==> config.mk <==
export PLATFORM = sky130hd
export DESIGN_NAME = fit_policy_block_allocator
export DESIGN_NICKNAME = d
export VERILOG_FILES = /design/src/rtl/core/fpba_pkg.sv /design/src/rtl/core/fpba_table.sv /design/src/rtl/core/fpba_ctrl.sv /design/src/rtl/core/fit_policy_block_allocator.sv
export SDC_FILE = /design/constraint.sdc
export NUM_CORES = 1
export LEC_CHECK = 0
export BUFFER_PORTS_ARGS = -buffer_cell sky130_fd_sc_hd__buf_2
export CORE_UTILIZATION = 55
export CTS_BUF_LIST = sky130_fd_sc_hd__clkbuf_4 sky130_fd_sc_hd__clkbuf_8 sky130_fd_sc_hd__clkbuf_16
export CTS_CLUSTER_DIAMETER = 80
export DETAILED_ROUTE_END_ITERATION = 10
export GPL_TIMING_DRIVEN = 0
export PLACE_DENSITY = 0.74
export SLEW_MARGIN = 20
export SYNTH_ARGS = -nofsm -noshare
export SYNTH_HDL_FRONTEND = slang
export SYNTH_SLANG_ARGS = --single-unit
==> constraint.sdc <==
create_clock -name clk -period 5 [get_ports clk]
set_input_delay 1.25 -clock clk [delete_from_list [all_inputs] [get_ports clk]]
set_output_delay 1.25 -clock clk [all_outputs]
set_load 0.01 [all_outputs]
==> src/rtl/core/fpba_pkg.sv <==
// Shared constants, codes and types for the fit-policy block allocator.
package fpba_pkg;

  localparam int BLOCKS_DEF    = 16;
  localparam int SIZE_BITS_DEF = 16;

  localparam int INDEX_W  = 4;
  localparam int AMOUNT_W = 16;
  localparam int POLICY_W = 2;
  localparam int COUNT_W  = 5;
  localparam int TDATA_W  = 24;

  localparam logic [POLICY_W-1:0] POLICY_FIRST = 2'd0;
  localparam logic [POLICY_W-1:0] POLICY_BEST  = 2'd1;
  localparam logic [POLICY_W-1:0] POLICY_WORST = 2'd2;

  localparam logic REG_FIT_POLICY    = 1'b0;
  localparam logic REG_BLOCKS_IN_USE = 1'b1;

  localparam logic KIND_LOAD    = 1'b0;
  localparam logic KIND_REQUEST = 1'b1;

  typedef struct packed {
    logic rd_en;
    logic wr_en;
  } tbl_ctrl_t;

endpackage

==> src/rtl/core/fpba_table.sv <==
// Free-size table: one write port, one registered read port.
module fpba_table #(
  parameter int BLOCKS    = fpba_pkg::BLOCKS_DEF,
  parameter int SIZE_BITS = fpba_pkg::SIZE_BITS_DEF,
  localparam int IDX_W    = $clog2(BLOCKS)
) (
  input  logic                  clk,
  input  fpba_pkg::tbl_ctrl_t   ctrl,
  input  logic [IDX_W-1:0]      waddr,
  input  logic [SIZE_BITS-1:0]  wdata,
  input  logic [IDX_W-1:0]      raddr,
  output logic [SIZE_BITS-1:0]  rdata
);
  import fpba_pkg::*;

  logic [SIZE_BITS-1:0] mem [BLOCKS];

  always_ff @(posedge clk) begin
    if (ctrl.wr_en) begin
      mem[waddr] <= wdata;
    end
    if (ctrl.rd_en) begin
      rdata <= mem[raddr];
    end
  end

endmodule

==> src/rtl/core/fpba_ctrl.sv <==
// Sequencer: writes loads into the table; requests scan it, pick by policy, write back, emit.
module fpba_ctrl #(
  parameter int BLOCKS    = fpba_pkg::BLOCKS_DEF,
  parameter int SIZE_BITS = fpba_pkg::SIZE_BITS_DEF,
  localparam int IDX_W    = $clog2(BLOCKS),
  localparam int CNT_W    = $clog2(BLOCKS + 1)
) (
  input  logic                            clk,
  input  logic                            rst,
  input  logic                            in_valid,
  output logic                            in_ready,
  input  logic                            in_kind,
  input  logic [fpba_pkg::INDEX_W-1:0]    in_index,
  input  logic [fpba_pkg::AMOUNT_W-1:0]   in_amount,
  input  logic [fpba_pkg::POLICY_W-1:0]   fit_policy,
  input  logic [fpba_pkg::COUNT_W-1:0]    blocks_in_use,
  output logic                            out_valid,
  input  logic                            out_ready,
  output logic                            out_allocated,
  output logic [fpba_pkg::INDEX_W-1:0]    out_block,
  output logic [fpba_pkg::AMOUNT_W-1:0]   out_remaining,
  output fpba_pkg::tbl_ctrl_t             tbl,
  output logic [IDX_W-1:0]                waddr,
  output logic [SIZE_BITS-1:0]            wdata,
  output logic [IDX_W-1:0]                raddr,
  input  logic [SIZE_BITS-1:0]            rdata
);
  import fpba_pkg::*;

  typedef enum logic [2:0] {
    ST_IDLE   = 3'b001,
    ST_SCAN   = 3'b010,
    ST_FINISH = 3'b100
  } state_t;

  state_t               state;
  logic [SIZE_BITS-1:0] amount_q;
  logic [CNT_W-1:0]     count_q;
  logic [CNT_W-1:0]     count_next;
  logic [CNT_W-1:0]     ridx;
  logic [IDX_W-1:0]     eidx;
  logic                 rvalid;
  logic                 found;
  logic [IDX_W-1:0]     pick;
  logic [SIZE_BITS-1:0] pick_size;
  logic [SIZE_BITS-1:0] diff;
  logic                 accept;
  logic                 emit;
  logic                 fits;
  logic                 take;

  assign in_ready = (state == ST_IDLE);
  assign accept   = in_valid && in_ready;
  assign emit     = (state == ST_FINISH) && (!out_valid || out_ready);
  assign diff     = pick_size - amount_q;

  // saturate the searched count to the table depth
  always_comb begin
    if (32'(blocks_in_use) > BLOCKS) begin
      count_next = CNT_W'(BLOCKS);
    end else begin
      count_next = CNT_W'(blocks_in_use);
    end
  end

  always_comb begin
    fits = (rdata >= amount_q);
    take = 1'b0;
    if (rvalid && fits) begin
      if (!found) begin
        take = 1'b1;
      end else if (fit_policy == POLICY_BEST) begin
        take = (rdata < pick_size);
      end else if (fit_policy == POLICY_WORST) begin
        take = (rdata > pick_size);
      end
    end
  end

  always_comb begin
    tbl.rd_en = (state == ST_SCAN) && (ridx < count_q);
    raddr     = ridx[IDX_W-1:0];
    tbl.wr_en = 1'b0;
    waddr     = pick;
    wdata     = diff;
    if (accept && (in_kind == KIND_LOAD) && (32'(in_index) < BLOCKS)) begin
      tbl.wr_en = 1'b1;
      waddr     = IDX_W'(in_index);
      wdata     = SIZE_BITS'(in_amount);
    end else if (emit && found) begin
      tbl.wr_en = 1'b1;
    end
  end

  always_ff @(posedge clk) begin
    if (rst) begin
      state     <= ST_IDLE;
      out_valid <= 1'b0;
      rvalid    <= 1'b0;
      found     <= 1'b0;
      ridx      <= '0;
      count_q   <= '0;
    end else begin
      rvalid <= tbl.rd_en;
      eidx   <= raddr;
      if (emit) begin
        out_valid     <= 1'b1;
        out_allocated <= found;
        out_block     <= found ? INDEX_W'(pick) : '0;
        out_remaining <= found ? AMOUNT_W'(diff) : '0;
      end else if (out_valid && out_ready) begin
        out_valid <= 1'b0;
      end
      case (state)
        ST_IDLE: begin
          if (accept && (in_kind == KIND_REQUEST)) begin
            amount_q <= SIZE_BITS'(in_amount);
            count_q  <= count_next;
            ridx     <= '0;
            found    <= 1'b0;
            state    <= ST_SCAN;
          end
        end
        ST_SCAN: begin
          if (tbl.rd_en) begin
            ridx <= ridx + 1'b1;
          end
          if (take) begin
            found     <= 1'b1;
            pick      <= eidx;
            pick_size <= rdata;
          end
          if (!tbl.rd_en && !rvalid) begin
            state <= ST_FINISH;
          end
        end
        ST_FINISH: begin
          // hold until the output register is free
          if (emit) begin
            state <= ST_IDLE;
          end
        end
        default: begin
          state <= ST_IDLE;
        end
      endcase
    end
  end

endmodule

==> src/rtl/core/fit_policy_block_allocator.sv <==
// Fit-policy block allocator top level: stream ports, APB registers, sequencer and table.
//
// A load item writes one entry of the free-size table in the cycle it is
// accepted and gives no result. A request item scans entries 0 to
// blocks_in_use-1 (saturated to BLOCKS), one table read per cycle through the
// single read port, then writes the reduced size back and loads the output
// register. No new item is accepted until the result is loaded, and a result
// still waiting in the output register delays that. First fit (and the unused
// policy code 3) takes the lowest fitting index, best fit the smallest
// fitting entry, worst fit the largest; ties go to the lower index.
// A request that finds nothing returns allocated = 0 with zero fields and leaves
// the table unchanged. Table entries are undefined until loaded. Registers:
// fit_policy at 0x0, blocks_in_use at 0x4; write them only while idle.
module fit_policy_block_allocator #(
  parameter int BLOCKS    = fpba_pkg::BLOCKS_DEF,
  parameter int SIZE_BITS = fpba_pkg::SIZE_BITS_DEF
) (
  input  logic                          clk,
  input  logic                          rst,
  input  logic                          s_tvalid,
  output logic                          s_tready,
  input  logic [fpba_pkg::TDATA_W-1:0]  s_tdata,  // block_index[3:0], amount[19:4]
  input  logic                          s_tuser,  // kind[0]
  output logic                          m_tvalid,
  input  logic                          m_tready,
  output logic [fpba_pkg::TDATA_W-1:0]  m_tdata,  // chosen_block[3:0], remaining[19:4]
  output logic                          m_tuser,  // allocated[0]
  input  logic                          psel,
  input  logic                          penable,
  input  logic                          pwrite,
  input  logic [2:0]                    paddr,
  input  logic [31:0]                   pwdata,
  output logic [31:0]                   prdata,
  output logic                          pready
);
  import fpba_pkg::*;

  localparam int IDX_W = $clog2(BLOCKS);

  logic [POLICY_W-1:0]  fit_policy;
  logic [COUNT_W-1:0]   blocks_in_use;
  logic                 cfg_write;
  tbl_ctrl_t            tbl;
  logic [IDX_W-1:0]     waddr;
  logic [SIZE_BITS-1:0] wdata;
  logic [IDX_W-1:0]     raddr;
  logic [SIZE_BITS-1:0] rdata;
  logic [INDEX_W-1:0]   out_block;
  logic [AMOUNT_W-1:0]  out_remaining;

  assign pready    = 1'b1;
  assign cfg_write = psel && penable && pwrite && pready;
  assign prdata    = (paddr[2] == REG_BLOCKS_IN_USE) ? 32'(blocks_in_use) : 32'(fit_policy);

  always_ff @(posedge clk) begin
    if (rst) begin
      fit_policy    <= POLICY_FIRST;
      blocks_in_use <= COUNT_W'(16);
    end else if (cfg_write) begin
      if (paddr[2] == REG_FIT_POLICY) begin
        fit_policy <= pwdata[POLICY_W-1:0];
      end else begin
        blocks_in_use <= pwdata[COUNT_W-1:0];
      end
    end
  end

  fpba_ctrl #(
    .BLOCKS    (BLOCKS),
    .SIZE_BITS (SIZE_BITS)
  ) u_ctrl (
    .clk           (clk),
    .rst           (rst),
    .in_valid      (s_tvalid),
    .in_ready      (s_tready),
    .in_kind       (s_tuser),
    .in_index      (s_tdata[3:0]),
    .in_amount     (s_tdata[19:4]),
    .fit_policy    (fit_policy),
    .blocks_in_use (blocks_in_use),
    .out_valid     (m_tvalid),
    .out_ready     (m_tready),
    .out_allocated (m_tuser),
    .out_block     (out_block),
    .out_remaining (out_remaining),
    .tbl           (tbl),
    .waddr         (waddr),
    .wdata         (wdata),
    .raddr         (raddr),
    .rdata         (rdata)
  );

  fpba_table #(
    .BLOCKS    (BLOCKS),
    .SIZE_BITS (SIZE_BITS)
  ) u_table (
    .clk   (clk),
    .ctrl  (tbl),
    .waddr (waddr),
    .wdata (wdata),
    .raddr (raddr),
    .rdata (rdata)
  );

  assign m_tdata = {4'b0000, out_remaining, out_block};

endmodule

==> run_results.csv <==
group,metric,value,unit
status,status,"complete, no violations",
pwr,power.density,349,nW/um^2
cts,cts_setup_buffers,0,
floorplanning,fp.dieW,169,um
synth,synth.avg_cell_area,17.1,um^2
synth,synth.distinct_cells,64,
placed_design,dpl_worst_slack,1.47,ns
floorplanning,coreArea,27100,um^2
timing,totalNegativeSetupSlack,0,ns
final_layout,ff_latch_area,10500,um^2
grt,grt_max_degree,17,
final_layout,drive_gt1_frac,0.286,
final_layout,area_growth,15.2,%
timing,relSlewSlack,0.340,
setup_path,setup.worst_path.start_class,"flip-flop",
pwr,p_switching,0.00129,W
timing,grt_setup_unrepaired,"no",
cts,clock_tree.buffer_depth,3,
grt,grt_pass1_vias,8234,
timing,worst_slack,1.86,ns
floorplanning,pin_count,127,
setup_path,critPathTopFamily,"compound AO/OA/AOI/OAI gates",
final_layout,layout.nets,1158,
synth,ys.flop_type,"edfxtp_1",
synth,netlist_instances,894,
grt,grt_pass1_wl,49000,um
min_path,hp-class,"flip-flop to flip-flop",
placed_design,hpwlAfterDp,22200,um
timing,worstMarginPinSlew,0.991,ns
routing,drt_iter0_drc,779,
synth,synthTopCellsByCount,"edfxtp_1 (333), mux4_2 (80), nor2_1 (57), ha_1 (52), inv_1 (50)",
timing,fin_crit,3.14,ns
setup_path,path_buf_inv,1,
synth,synthesis.area,15300,um^2
timing,finalCritPeriodShare,0.627,
cts,cts_buffers,37,
timing,drv_slew,0,
timing,hold_viol,0,
timing,fmax,0.319,GHz
timing,clock_skew,0.0257,ns
setup_path,cp-end-kind,"flip-flop",
pwr,comb_power_share,0.041,
floorplanning,die_area,28500,um^2
pwr,vdd_drop_max,303,uV
cts,clock_tree.root_cell,"clkbuf_16",
synth,synth_seq_cells,356,
setup_path,critPathMaxFanout,16,
routing,viasPerCell,5.77,
floorplanning,dieHeight,169,um
synth,yosysWarnings,0,
final_layout,nFillCells,1879,
grt,grt_overflow_total,0,
placed_design,place.gp.congestion,0.831,
synth,synth_top_area_frac,0.653,
pwr,clock_power_share,0.419,
synth,yosysTopAreaCell,"edfxtp_1",
timing,final-setup-viol-count,0,
setup_path,cp.required,5.22,ns
pwr,pwr-share-seq,0.539,
cts,postCtsHoldBufs,0,
floorplanning,initial_utilization,0.565,
cts,htreeDepth,2,
routing,first_pass_iters,5,
floorplanning,rows,60,
pwr,fin_total_pwr,0.00616,W
synth,async_reset_ff_frac,0,
synth,synth.area.top_cells,"edfxtp_1 (65%), mux4_2 (12%), ha_1 (4.2%)",
pwr,switching_share,0.209,
routing,vias,8254,
synth,yosys.cell_count.top_type,"edfxtp_1",
placed_design,port_buffers,60,
pwr,p_leak,6.28,nW
routing,ant_nets,0,
synth,synth-edff-count,333,
setup_path,path_class,"flip-flop to flip-flop",
cts,insertion_delay,0.55,ns
routing,wl_per_cell,22.9,um
routing,drc,0,
pwr,p_int,0.00487,W
cts,cts_tree,"built",
final_layout,multiInputGateArea,4500,um^2
grt,grt_usage,0.240,
setup_path,cpPeakStageDelay,0.72,ns
cts,path_clk_slew,0.06,ns
setup_path,arrival,3.36,ns
final_layout,diodes,0,
grt,antenna_found_initial,0,
setup_path,crit_chain,"inv_1, ha_1, nor2b_1, o31a_1, o311ai_1, a21bo_2, a21oi_1, o31ai_4",
routing,drt_wl_total,32800,um
setup_path,critical-path-slowest-cell,"o31ai_4",
synth,ys_seq_area_frac,0.683,
cts,clock_sinks,356,
cts,cts_resized,0,
run,drv_cap,0,
==> power by group through the flow <==
stage	logic [W]	registers (W)	clock network, W
after floorplan	0.000155	0.00338	0
after global placement	0.000231	0.00338	0
after detailed placement	0.000249	0.00338	0
after CTS	0.000249	0.00332	0.00262
after global routing	0.000274	0.00332	0.00275
final	0.000254	0.00332	0.00258
==> worst register-to-register path: cells and delay by family, from the launching register on <==
kind,cells,cell delay [ns]
and+or+nand+nor,1,0.14
buffers and inverters,1,0.10
AOI/OAI and AO/OA,5,1.94
adders and majority gates,1,0.22
DFF,1,0.41
==> metal layers <==
layer,share of wire,vias up,GRT usage
li1,-,3723,-
met1,0.40,4095,0.320
met2,0.48,359,0.385
met3,0.086,77,0.0528
met4,0.036,0,0.103
met5,0,-,0
==> layout by cell type, fill, tap and decap left out, types with 7 or more instances in the layout <==
cell type,count
and2_1,16
o21a_1,8
buf_6,10
conb_1,32
clkbuf_16,38
dfxtp_1,23
inv_1,50
mux2_2,8
nand2_1,37
clkbuf_1,12
a21oi_1,30
a21o_1,7
mux4_2,80
buf_4,38
buf_2,65
nor2_2,12
nor3_1,7
nor2_1,39
mux2i_1,10
edfxtp_1,333
o21ai_0,15
ha_1,52
clkbuf_4,8
==> cell type report <==
type | instances | area share
repair buffers | 75 | 0.0272
multi-input cells | 459 | 0.255
inverters | 51 | 0.0109
flip-flops and latches | 356 | 0.593
plain buffers | 58 | 0.0218
well taps | 372 | 0.0264
clock buffers | 48 | 0.0589
clock inverters | 12 | 0.00646
==> metrics by stage <==
stage	cells	hold WS, ns	instance area [um^2]	utilization
after floorplan	924	0.400	15400	-
after global placement	1356	0.401	16200	0.598
after detailed placement	1371	0.407	16500	0.608
after CTS	1431	0.425	17600	0.650
after global routing	1431	0.428	17600	0.651
final	1431	0.424	17600	0.651
==> cell families (layout without fill, tap and decap cells) <==
| family | Yosys count | after routing | share of synthesized area |
|---|---|---|---|
| AO/OA/AOI/OAI | 104 | 104 | 0.0465 |
| XOR/XNOR | 11 | 11 | 0.00629 |
| adder cells (fa/ha/maj) | 53 | 53 | 0.0438 |
| buffers and inverters | 109 | 244 | 0.0377 |
| flip-flops | 356 | 356 | 0.683 |
| multiplexers | 99 | 99 | 0.131 |
| other | 2 | 32 | 0.000490 |
| AND/OR/NAND/NOR | 160 | 160 | 0.0516 |
==> final timing paths <==
path | from | depth (start not counted) | to | slack [ns]
worst max-delay path | u_ctrl.amount_q[1]$_DFFE_PP_ | 8 | u_table.mem[8][13]$_DFFE_PP_ | 1.86
worst min-delay path | u_ctrl.eidx[2]$_DFFE_PN_ | 0 | u_ctrl.pick[2]$_DFFE_PP_ | 0.42
worst max register to register | u_ctrl.amount_q[1]$_DFFE_PP_ | 8 | u_table.mem[8][13]$_DFFE_PP_ | 1.86
worst min register to register | u_ctrl.eidx[2]$_DFFE_PN_ | 0 | u_ctrl.pick[2]$_DFFE_PP_ | 0.42
==> registers in the layout, indices dropped and copies added, names as in the netlist <==
signal and count:
u_ctrl.count_q 5, u_ctrl.out_block 4, u_ctrl.state 3, u_ctrl.out_remaining 16, u_ctrl.amount_q 16, u_ctrl.pick 4
u_ctrl.ridx 5, u_table.rdata 16, u_ctrl.rvalid 1, u_table.mem 256, u_ctrl.eidx 4, fit_policy 2
u_ctrl.found 1, u_ctrl.pick_size 16, u_ctrl.out_allocated 1, u_ctrl.out_valid 1, blocks_in_use 5
(Power assumes the default switching activity.)
